--- src/dtq_pkg.sv ---
// Package for the delta timer queue: default sizes, transaction codes and the
// flag bundle of the shared compare unit. No dependencies.
`default_nettype none
package dtq_pkg;

	localparam int NUM_TASKS_DEF  = 16;
	localparam int DELAY_BITS_DEF = 32;

	// Field widths fixed by the interface.
	localparam int ACTION_W  = 2;
	localparam int TASK_W    = 4;
	localparam int DELAY_W   = 32;
	localparam int KIND_W    = 2;
	localparam int MISSED_W  = 32;
	localparam int AGE_W     = MISSED_W + 1;
	localparam int ID_EXT_W  = 7;

	localparam logic [ACTION_W-1:0] ACT_TICK   = 2'd0;
	localparam logic [ACTION_W-1:0] ACT_MISSED = 2'd1;
	localparam logic [ACTION_W-1:0] ACT_INSERT = 2'd2;
	localparam logic [ACTION_W-1:0] ACT_WAKE   = 2'd3;

	localparam logic [KIND_W-1:0] KIND_ACCEPTED = 2'd0;
	localparam logic [KIND_W-1:0] KIND_REFUSED  = 2'd1;
	localparam logic [KIND_W-1:0] KIND_EXPIRED  = 2'd2;
	localparam logic [KIND_W-1:0] KIND_NONE     = 2'd3;

	typedef struct packed {
		logic eq;       // remaining count equals the reference count
		logic lt;       // earlier than the reference (count, then rank)
		logic rank_gt;  // rank above the reference rank
		logic due;      // remaining count within the current aging
	} cmp_flags_t;

endpackage
`default_nettype wire

--- src/delta_timer_queue.sv ---
// Delta timer queue: accepted inserts and wakes and every tick are handled by
// scanning the task slots through one memory read port and one shared compare
// unit, one slot a cycle. A missed tick only bumps a count. A tick runs one aging
// scan and, if any task is due, one selection scan and an emit step per expired
// task. Zero or all-ones insert delays and refused requests need no scan.
// Reset clears all waiting bits and the missed count at once; no clearing pass.
`default_nettype none
module delta_timer_queue import dtq_pkg::*; #(
	parameter int NUM_TASKS  = NUM_TASKS_DEF,
	parameter int DELAY_BITS = DELAY_BITS_DEF
) (
	input  wire logic                clk,
	input  wire logic                arst_n,
	input  wire logic                in_valid,
	output logic                     in_ready,
	input  wire logic [ACTION_W-1:0] action,
	input  wire logic [TASK_W-1:0]   task_id,
	input  wire logic [DELAY_W-1:0]  delay,
	output logic                     out_valid,
	input  wire logic                out_ready,
	output logic [KIND_W-1:0]        kind,
	output logic [TASK_W-1:0]        expired_task,
	output logic                     last
);

	localparam int IW     = $clog2(NUM_TASKS);
	localparam int RANK_W = IW;
	localparam int CW     = $clog2(NUM_TASKS + 1);
	localparam int WORD_W = RANK_W + DELAY_BITS;

	localparam logic [3:0] S_IDLE     = 4'd0;
	localparam logic [3:0] S_RESP     = 4'd1;
	localparam logic [3:0] S_INS_SCAN = 4'd2;
	localparam logic [3:0] S_WK_RD    = 4'd3;
	localparam logic [3:0] S_WK_CAP   = 4'd4;
	localparam logic [3:0] S_WK_SCAN  = 4'd5;
	localparam logic [3:0] S_AGE_SCAN = 4'd6;
	localparam logic [3:0] S_SEL_SCAN = 4'd7;
	localparam logic [3:0] S_EMIT     = 4'd8;

	logic [3:0]            state_q;
	logic [NUM_TASKS-1:0]  waiting_q;
	logic [NUM_TASKS-1:0]  due_q;
	logic [CW-1:0]         due_cnt_q;
	logic [MISSED_W-1:0]   missed_q;
	logic [AGE_W-1:0]      age_q;
	logic [CW-1:0]         cnt_q;
	logic                  proc_vld_s1;
	logic [IW-1:0]         proc_idx_s1;
	logic [IW-1:0]         id_q;
	logic [DELAY_BITS-1:0] delay_q;
	logic [RANK_W-1:0]     rank_cnt_q;
	logic [DELAY_BITS-1:0] tgt_rem_q;
	logic [RANK_W-1:0]     tgt_rank_q;
	logic                  best_vld_q;
	logic [IW-1:0]         best_idx_q;
	logic [DELAY_BITS-1:0] best_rem_q;
	logic [RANK_W-1:0]     best_rank_q;
	logic [KIND_W-1:0]     resp_kind_q;
	logic [TASK_W-1:0]     resp_task_q;
	logic                  out_valid_q;
	logic [KIND_W-1:0]     kind_q;
	logic [TASK_W-1:0]     expired_task_q;
	logic                  last_q;

	logic [WORD_W-1:0]     mem [NUM_TASKS];
	logic [WORD_W-1:0]     rd_data_q;
	logic                  rd_en;
	logic [IW-1:0]         rd_addr;
	logic                  wr_en;
	logic [IW-1:0]         wr_addr;
	logic [WORD_W-1:0]     wr_data;

	logic [DELAY_BITS-1:0] rem_rd;
	logic [RANK_W-1:0]     rank_rd;
	logic [DELAY_BITS-1:0] ref_rem;
	logic [RANK_W-1:0]     ref_rank;
	logic [DELAY_BITS-1:0] aged_rem;
	cmp_flags_t            flags;

	logic                  in_acc;
	logic                  out_free;
	logic                  out_load;
	logic                  scanning;
	logic                  issue;
	logic                  scan_done;
	logic                  proc_wait;
	logic                  id_ok;
	logic [IW-1:0]         in_slot;
	logic [DELAY_BITS-1:0] in_delay;
	logic [ID_EXT_W-1:0]   id_ext;
	logic [ID_EXT_W-1:0]   best_ext;

	assign in_ready  = (state_q == S_IDLE);
	assign in_acc    = in_valid && in_ready;
	assign out_free  = !out_valid_q || out_ready;
	assign out_load  = ((state_q == S_RESP) || (state_q == S_EMIT)) && out_free;
	assign out_valid = out_valid_q;
	assign kind         = kind_q;
	assign expired_task = expired_task_q;
	assign last         = last_q;

	assign scanning  = (state_q == S_INS_SCAN) || (state_q == S_WK_SCAN) ||
		(state_q == S_AGE_SCAN) || (state_q == S_SEL_SCAN);
	assign issue     = scanning && (cnt_q < CW'(NUM_TASKS));
	assign scan_done = scanning && (cnt_q == CW'(NUM_TASKS)) && !proc_vld_s1;
	assign proc_wait = proc_vld_s1 && waiting_q[proc_idx_s1];

	assign id_ext   = ID_EXT_W'(task_id);
	assign id_ok    = id_ext < ID_EXT_W'(NUM_TASKS);
	assign in_slot  = id_ext[IW-1:0];
	assign in_delay = delay[DELAY_BITS-1:0];
	assign best_ext = ID_EXT_W'(best_idx_q);

	assign rem_rd  = rd_data_q[DELAY_BITS-1:0];
	assign rank_rd = rd_data_q[WORD_W-1:DELAY_BITS];

	always_comb begin
		case (state_q)
			S_INS_SCAN: begin
				ref_rem  = delay_q;
				ref_rank = '0;
			end
			S_WK_SCAN: begin
				ref_rem  = tgt_rem_q;
				ref_rank = tgt_rank_q;
			end
			default: begin
				ref_rem  = best_rem_q;
				ref_rank = best_rank_q;
			end
		endcase
	end

	dtq_cmp_unit #(
		.DELAY_BITS(DELAY_BITS),
		.RANK_W    (RANK_W)
	) u_cmp (
		.rem      (rem_rd),
		.rank     (rank_rd),
		.ref_rem  (ref_rem),
		.ref_rank (ref_rank),
		.age      (age_q),
		.flags    (flags),
		.aged_rem (aged_rem)
	);

	always_comb begin
		rd_en   = issue || (state_q == S_WK_RD);
		rd_addr = (state_q == S_WK_RD) ? id_q : cnt_q[IW-1:0];
		wr_en   = 1'b0;
		wr_addr = proc_idx_s1;
		wr_data = {rank_rd, aged_rem};
		case (state_q)
			S_AGE_SCAN: begin
				wr_en = proc_wait && !flags.due;
			end
			S_WK_SCAN: begin
				wr_en   = proc_wait && (proc_idx_s1 != id_q) && flags.eq && flags.rank_gt;
				wr_data = {rank_rd - RANK_W'(1), rem_rd};
			end
			S_INS_SCAN: begin
				wr_en   = scan_done;
				wr_addr = id_q;
				wr_data = {rank_cnt_q, delay_q};
			end
			default: begin
				wr_en = 1'b0;
			end
		endcase
	end

	// Slot memory: entries of idle slots are never looked at, so it needs no reset.
	always_ff @(posedge clk) begin
		if (wr_en) begin
			mem[wr_addr] <= wr_data;
		end
		if (rd_en) begin
			rd_data_q <= mem[rd_addr];
		end
	end

	always_ff @(posedge clk or negedge arst_n) begin
		if (!arst_n) begin
			state_q        <= S_IDLE;
			waiting_q      <= '0;
			due_q          <= '0;
			due_cnt_q      <= '0;
			missed_q       <= '0;
			age_q          <= '0;
			cnt_q          <= '0;
			proc_vld_s1    <= 1'b0;
			proc_idx_s1    <= '0;
			id_q           <= '0;
			delay_q        <= '0;
			rank_cnt_q     <= '0;
			tgt_rem_q      <= '0;
			tgt_rank_q     <= '0;
			best_vld_q     <= 1'b0;
			best_idx_q     <= '0;
			best_rem_q     <= '0;
			best_rank_q    <= '0;
			resp_kind_q    <= KIND_ACCEPTED;
			resp_task_q    <= '0;
			out_valid_q    <= 1'b0;
			kind_q         <= KIND_ACCEPTED;
			expired_task_q <= '0;
			last_q         <= 1'b0;
		end else begin
			if (out_load) begin
				out_valid_q <= 1'b1;
			end else if (out_valid_q && out_ready) begin
				out_valid_q <= 1'b0;
			end

			// Common scan pipeline: address issued now, data processed next cycle.
			if (scanning) begin
				if (issue) begin
					cnt_q       <= cnt_q + CW'(1);
					proc_vld_s1 <= 1'b1;
					proc_idx_s1 <= cnt_q[IW-1:0];
				end else begin
					proc_vld_s1 <= 1'b0;
				end
			end

			case (state_q)
				S_IDLE: begin
					if (in_acc) begin
						id_q        <= in_slot;
						delay_q     <= in_delay;
						resp_task_q <= (action == ACT_MISSED) ? '0 : task_id;
						cnt_q       <= '0;
						proc_vld_s1 <= 1'b0;
						case (action)
							ACT_TICK: begin
								age_q     <= AGE_W'(missed_q) + AGE_W'(1);
								missed_q  <= '0;
								due_q     <= '0;
								due_cnt_q <= '0;
								state_q   <= S_AGE_SCAN;
							end
							ACT_MISSED: begin
								if (missed_q != '1) begin
									missed_q <= missed_q + MISSED_W'(1);
								end
								resp_kind_q <= KIND_ACCEPTED;
								state_q     <= S_RESP;
							end
							ACT_INSERT: begin
								rank_cnt_q <= '0;
								if (!id_ok || waiting_q[in_slot]) begin
									resp_kind_q <= KIND_REFUSED;
									state_q     <= S_RESP;
								end else if ((in_delay == '0) || (in_delay == '1)) begin
									resp_kind_q <= KIND_ACCEPTED;
									state_q     <= S_RESP;
								end else begin
									resp_kind_q <= KIND_ACCEPTED;
									state_q     <= S_INS_SCAN;
								end
							end
							default: begin
								if (!id_ok || !waiting_q[in_slot]) begin
									resp_kind_q <= KIND_REFUSED;
									state_q     <= S_RESP;
								end else begin
									resp_kind_q <= KIND_ACCEPTED;
									state_q     <= S_WK_RD;
								end
							end
						endcase
					end
				end
				S_RESP: begin
					if (out_free) begin
						kind_q         <= resp_kind_q;
						expired_task_q <= resp_task_q;
						last_q         <= 1'b1;
						state_q        <= S_IDLE;
					end
				end
				S_INS_SCAN: begin
					if (proc_wait && flags.eq) begin
						rank_cnt_q <= rank_cnt_q + RANK_W'(1);
					end
					if (scan_done) begin
						waiting_q[id_q] <= 1'b1;
						state_q         <= S_RESP;
					end
				end
				S_WK_RD: begin
					state_q <= S_WK_CAP;
				end
				S_WK_CAP: begin
					tgt_rem_q  <= rem_rd;
					tgt_rank_q <= rank_rd;
					state_q    <= S_WK_SCAN;
				end
				S_WK_SCAN: begin
					if (scan_done) begin
						waiting_q[id_q] <= 1'b0;
						state_q         <= S_RESP;
					end
				end
				S_AGE_SCAN: begin
					if (proc_wait && flags.due) begin
						due_q[proc_idx_s1] <= 1'b1;
						due_cnt_q          <= due_cnt_q + CW'(1);
					end
					if (scan_done) begin
						cnt_q      <= '0;
						best_vld_q <= 1'b0;
						if (due_cnt_q == '0) begin
							resp_kind_q <= KIND_NONE;
							resp_task_q <= '0;
							state_q     <= S_RESP;
						end else begin
							state_q <= S_SEL_SCAN;
						end
					end
				end
				S_SEL_SCAN: begin
					if (proc_vld_s1 && due_q[proc_idx_s1] && (!best_vld_q || flags.lt)) begin
						best_vld_q  <= 1'b1;
						best_idx_q  <= proc_idx_s1;
						best_rem_q  <= rem_rd;
						best_rank_q <= rank_rd;
					end
					if (scan_done) begin
						state_q <= S_EMIT;
					end
				end
				S_EMIT: begin
					if (out_free) begin
						kind_q                <= KIND_EXPIRED;
						expired_task_q        <= best_ext[TASK_W-1:0];
						last_q                <= (due_cnt_q == CW'(1));
						waiting_q[best_idx_q] <= 1'b0;
						due_q[best_idx_q]     <= 1'b0;
						due_cnt_q             <= due_cnt_q - CW'(1);
						cnt_q                 <= '0;
						best_vld_q            <= 1'b0;
						if (due_cnt_q == CW'(1)) begin
							state_q <= S_IDLE;
						end else begin
							state_q <= S_SEL_SCAN;
						end
					end
				end
				default: begin
					state_q <= S_IDLE;
				end
			endcase
		end
	end

	a_busy_after_accept: assert property (@(posedge clk) disable iff (!arst_n)
		in_acc |=> !in_ready)
		else $error("block took a transaction and stayed ready");

	a_due_count: assert property (@(posedge clk) disable iff (!arst_n)
		due_cnt_q == CW'($countones(due_q)))
		else $error("due count disagrees with the due flags");

	a_due_waiting: assert property (@(posedge clk) disable iff (!arst_n)
		(due_q & ~waiting_q) == '0)
		else $error("a slot is due but not waiting");

	a_only_expiry_not_last: assert property (@(posedge clk) disable iff (!arst_n)
		out_valid_q |-> (last_q || (kind_q == KIND_EXPIRED)))
		else $error("a non-final result that is not an expiry");

	a_emit_has_best: assert property (@(posedge clk) disable iff (!arst_n)
		(state_q == S_EMIT) |-> (best_vld_q && due_q[best_idx_q]))
		else $error("expiry emitted without a selected due slot");

endmodule
`default_nettype wire

--- src/dtq_cmp_unit.sv ---
// Shared compare and subtract unit used by every slot scan of the timer queue.
// Depends on dtq_pkg.
`default_nettype none
module dtq_cmp_unit import dtq_pkg::*; #(
	parameter int DELAY_BITS = DELAY_BITS_DEF,
	parameter int RANK_W     = 4
) (
	input  wire logic [DELAY_BITS-1:0] rem,
	input  wire logic [RANK_W-1:0]     rank,
	input  wire logic [DELAY_BITS-1:0] ref_rem,
	input  wire logic [RANK_W-1:0]     ref_rank,
	input  wire logic [AGE_W-1:0]      age,
	output cmp_flags_t                 flags,
	output logic [DELAY_BITS-1:0]      aged_rem
);

	always_comb begin
		flags.eq      = (rem == ref_rem);
		flags.rank_gt = (rank > ref_rank);
		flags.lt      = (rem < ref_rem) || ((rem == ref_rem) && (rank < ref_rank));
		flags.due     = (AGE_W'(rem) <= age);
	end

	// Only used when the slot is not due, so the age fits in the count width.
	assign aged_rem = rem - age[DELAY_BITS-1:0];

endmodule
`default_nettype wire

--- config.mk ---
export PLATFORM = sky130hd
export DESIGN_NAME = delta_timer_queue
export DESIGN_NICKNAME = d
export VERILOG_FILES = /design/src/dtq_pkg.sv /design/src/delta_timer_queue.sv /design/src/dtq_cmp_unit.sv
export SDC_FILE = /design/constraint.sdc
export NUM_CORES = 1
export LEC_CHECK = 0
export CAP_MARGIN = 15
export CORE_MARGIN = 3
export CORE_UTILIZATION = 55
export CTS_CLUSTER_DIAMETER = 200
export DETAILED_ROUTE_END_ITERATION = 10
export DONT_BUFFER_PORTS = 1
export HOLD_SLACK_MARGIN = 0.15
export PLACE_DENSITY = 0.72
export SETUP_SLACK_MARGIN = 0.3
export SYNTH_ARGS = -nofsm -noshare
export SYNTH_HDL_FRONTEND = slang
export SYNTH_SLANG_ARGS = --single-unit
export TNS_END_PERCENT = 20
--- constraint.sdc ---
create_clock -name clk -period 10.7 [get_ports clk]
set_clock_uncertainty 0.05 [all_clocks]
set_input_delay 0.535 -clock clk [delete_from_list [all_inputs] [get_ports clk]]
set_output_delay 0.535 -clock clk [all_outputs]
set_load 0.02 [all_outputs]
==> results.yml <==
outcome:
  status: "complete, no violations"
sta:
  min_period_ns: 6.751
  tightest_slew_ns: 1.397
  finalSetupViolCount: 0
  hold_viol: 0
  rsz0062_at_grt: "no"
  max_clock_freq_mhz: 148.1
  fin_tns_setup_ns: 0
  fin_crit_sh: 0.6310
  relSlewSlack: 0.06867
  drv_slew: 0
cells_and_area:
  antenna_cells: 0
  final_cell_mix: "edfxtp_1, nand2_1, dfrtp_1, mux4_2, o21ai_0"
  drive_above_1_share: 0.1725
  final_common_cell: "edfxtp_1"
  design_area_um2: 43630
  seq_area_um2: 24560
  fill_cells: 4972
  synthToLayoutAreaGrowth_pct: 12.27
  nets: 2928
  multiInputGateArea_um2: 13570
routing:
  drc: 0
  wl_per_cell_um: 24.91
  drt_iter0_markers: 2935
  vias: 24630
  vias_per_cell: 6.469
  dr.pass1.iters: 5
  ant_nets: 0
  drt_wl_total_um: 94820
clock_network:
  numClockSinks: 859
  cts_setup_buffers: 0
  cts_tree: "yes"
  cts_root_buf: "clkbuf_16"
  cts_buffer_depth: 3
  insertion_delay_ns: 0.65
  htreeDepth: 3
  ctsHoldBuffers: 38
  cts-resized-gates: 0
  clk_pin_slew_worst_paths_ns: 0.06
  cts_buffers: 89
worst_setup_path:
  crit_path_start_kind: "register"
  reg2regPathDepth: 16
  r2r_start: "state_q[3]"
  cp-end-kind: "register"
  cp.required_ns: 10.90
  ff2ff_setup_slack_ns: 3.95
  path_cells: "nand2b_1, nor3b_2, buf_4, nor2_4, buf_4, a21oi_1, ha_1, nand3_1, or4_4, or3_4, nor3_2, inv_1, o21ai_1, o21ai_0, buf_2, nor2_4"
  critical_path.max_fanout: 73
  cp.arrival_ns: 6.95
  path_class: "reg -> reg"
  crit_family: "simple AND/OR/NAND/NOR gates"
  r2r_end: "mem[9][24]"
  cp_num_buf_inv: 4
  slowest_stage: "nor2_4"
  crit_path_max_incr_delay_ns: 0.89
yosys:
  syn_avg_cell_area_um2: 14.03
  synth-async-reset-ratio: 0.2875
  ys_seq_area_frac: 0.6320
  syn_inst: 2770
  ys_ff_latch: 859
  synth_warnings: 0
  yosysUniqueCellTypes: 77
  mappedNetlistArea_um2: 38860
  synthFlopType: "edfxtp_1"
  syn_nets: 2894
  synth_edf_count: 612
global_routing:
  antenna_found_initial: 0
  grt_pass1_wl_um: 146800
  grt_max_degree: 248
  track_usage: 0.2576
  grt_pass1_vias: 24500
  grt-ovfl-total: 0
placement:
  dpl-instance-area_um2: 40020
  place_congestion: 0.8925
  io_buffer_count: 0
  hpwl_um: 58500
min_path:
  hold_end: "out_valid"
  hold_depth: 2
  min_path_type: "in -> reg"
  worstHoldStart: "out_ready"
floorplanning:
  io_pins: 51
  die_width_um: 271.8
  placementRows: 96
  start_util: 0.5607
  fp.coreArea_um2: 69310
  die_height_um: 271.8
  die_area_um2: 73880
pwr:
  p_per_area_nw_per_um2: 307.8
  p_leak_nw: 15.74
  ir_drop_mv: 0.1833
job:
  drv_cap: 0
## worst max path at each step
stage,slack (ns),endpoint,start,depth (start not counted)
3_5_place_dp,3.93,mem[11][7],state_q[3],15
5_1_grt,3.63,mem[9][27],state_q[3],16
3_3_place_gp,4.18,mem[10][1],state_q[3],15
4_1_cts,3.87,mem[10][17],state_q[3],15
6_report,3.95,mem[9][24],state_q[3],16
2_1_floorplan,4.92,mem[10][0],state_q[3],16
## power breakdown
group | internal [mW] | total, mW | switching (mW)
registers | 4.94 | 5.36 | 0.424
logic | 1.67 | 4.81 | 3.14
clock network | 1.96 | 3.25 | 1.29
total | 8.57 | 13.4 | 4.86
## state kept, by name, summed over array words and instances (netlist names), 2 cells and up
signal	count
mem	576
rd_data_q	36
age_q	33
best_rem_q	32
delay_q	32
missed_q	32
tgt_rem_q	32
due_q	16
waiting_q	16
cnt_q	5
due_cnt_q	5
best_idx_q	4
best_rank_q	4
expired_task	4
id_q	4
proc_idx_s1	4
rank_cnt_q	4
resp_task_q	4
state_q	4
tgt_rank_q	4
kind	2
resp_kind_q	2
## synth_stat cells, types with 5 or more instances
| cell type | instances | area [um^2] |
|---|---|---|
| clkbuf_1 | 117 | 439.2 |
| or3_1 | 5 | 31.28 |
| and3_1 | 15 | 93.84 |
| xor2_1 | 31 | 271.5 |
| o21a_1 | 10 | 75.07 |
| nor3_1 | 18 | 90.09 |
| edfxtp_1 | 612 | 18380 |
| a21o_1 | 27 | 202.7 |
| a31oi_1 | 43 | 269.0 |
| o211ai_1 | 12 | 90.09 |
| nand2_1 | 319 | 1197 |
| o31ai_1 | 17 | 127.6 |
| dfrtp_1 | 247 | 6181 |
| nand3b_1 | 6 | 45.04 |
| nand3_1 | 81 | 405.4 |
| nor2b_1 | 24 | 150.1 |
| mux2_4 | 40 | 600.6 |
| a22o_1 | 35 | 306.5 |
| buf_1 | 16 | 60.06 |
| nor4_1 | 15 | 93.84 |
| xnor2_1 | 31 | 271.5 |
| o21ai_0 | 160 | 800.8 |
| a21oi_1 | 138 | 690.7 |
| mux2i_1 | 11 | 110.1 |
| a22oi_1 | 36 | 270.3 |
| a211oi_1 | 46 | 345.3 |
| inv_1 | 61 | 229.0 |
| and2_1 | 61 | 381.6 |
| nand4_1 | 33 | 206.5 |
| nor2_1 | 86 | 322.8 |
| a211o_1 | 5 | 43.79 |
| buf_2 | 31 | 155.2 |
| nand2b_1 | 13 | 81.33 |
| mux2_2 | 43 | 484.2 |
| or2_2 | 5 | 31.28 |
| o41ai_1 | 5 | 43.79 |
| mux4_2 | 159 | 3581 |
| ha_1 | 81 | 1013 |
## cell families after synthesis
| group | share of synthesized area |
|---|---|
| flip-flops | 0.6320 |
| AO/OA/AOI/OAI | 0.09421 |
| buffers and inverters | 0.02402 |
| adder cells (fa/ha/maj) | 0.02660 |
| AND/OR/NAND/NOR | 0.08632 |
| multiplexers | 0.1229 |
| XOR/XNOR | 0.01397 |
## routing by layer
layer  GRT usage  wire length, um  part of all wire
met5           0                0                 0
met4     0.08755             2773             0.029
met3     0.05206             8746             0.092
met2      0.3884            43330              0.46
met1      0.3790            39970              0.42
## per-stage QoR
step                      utilization  cells  hold WS, ns  power (mW)  setup WS (ns)
final                          0.6295   3807       0.2673       13.43          3.949
after global routing           0.6295   3807       0.2570       14.06          3.633
after CTS                      0.6276   3796       0.2142       13.41          3.875
after detailed placement       0.5774   3595       0.1964       10.08          3.928
after global placement         0.5773   3594       0.1954       9.895          4.182
after floorplan                     -   2770       0.1894       8.216          4.915
## final cells by class
class	instances	share of cell area
Inverter	61	0.005248
Timing Repair Buffer	112	0.02352
Multi-Input combinational cell	1681	0.3109
Clock buffer	110	0.05495
Clock inverter	53	0.01574
Tap cell	931	0.02670
Sequential cell	859	0.5629
Power figures use the tool's default switching activity.
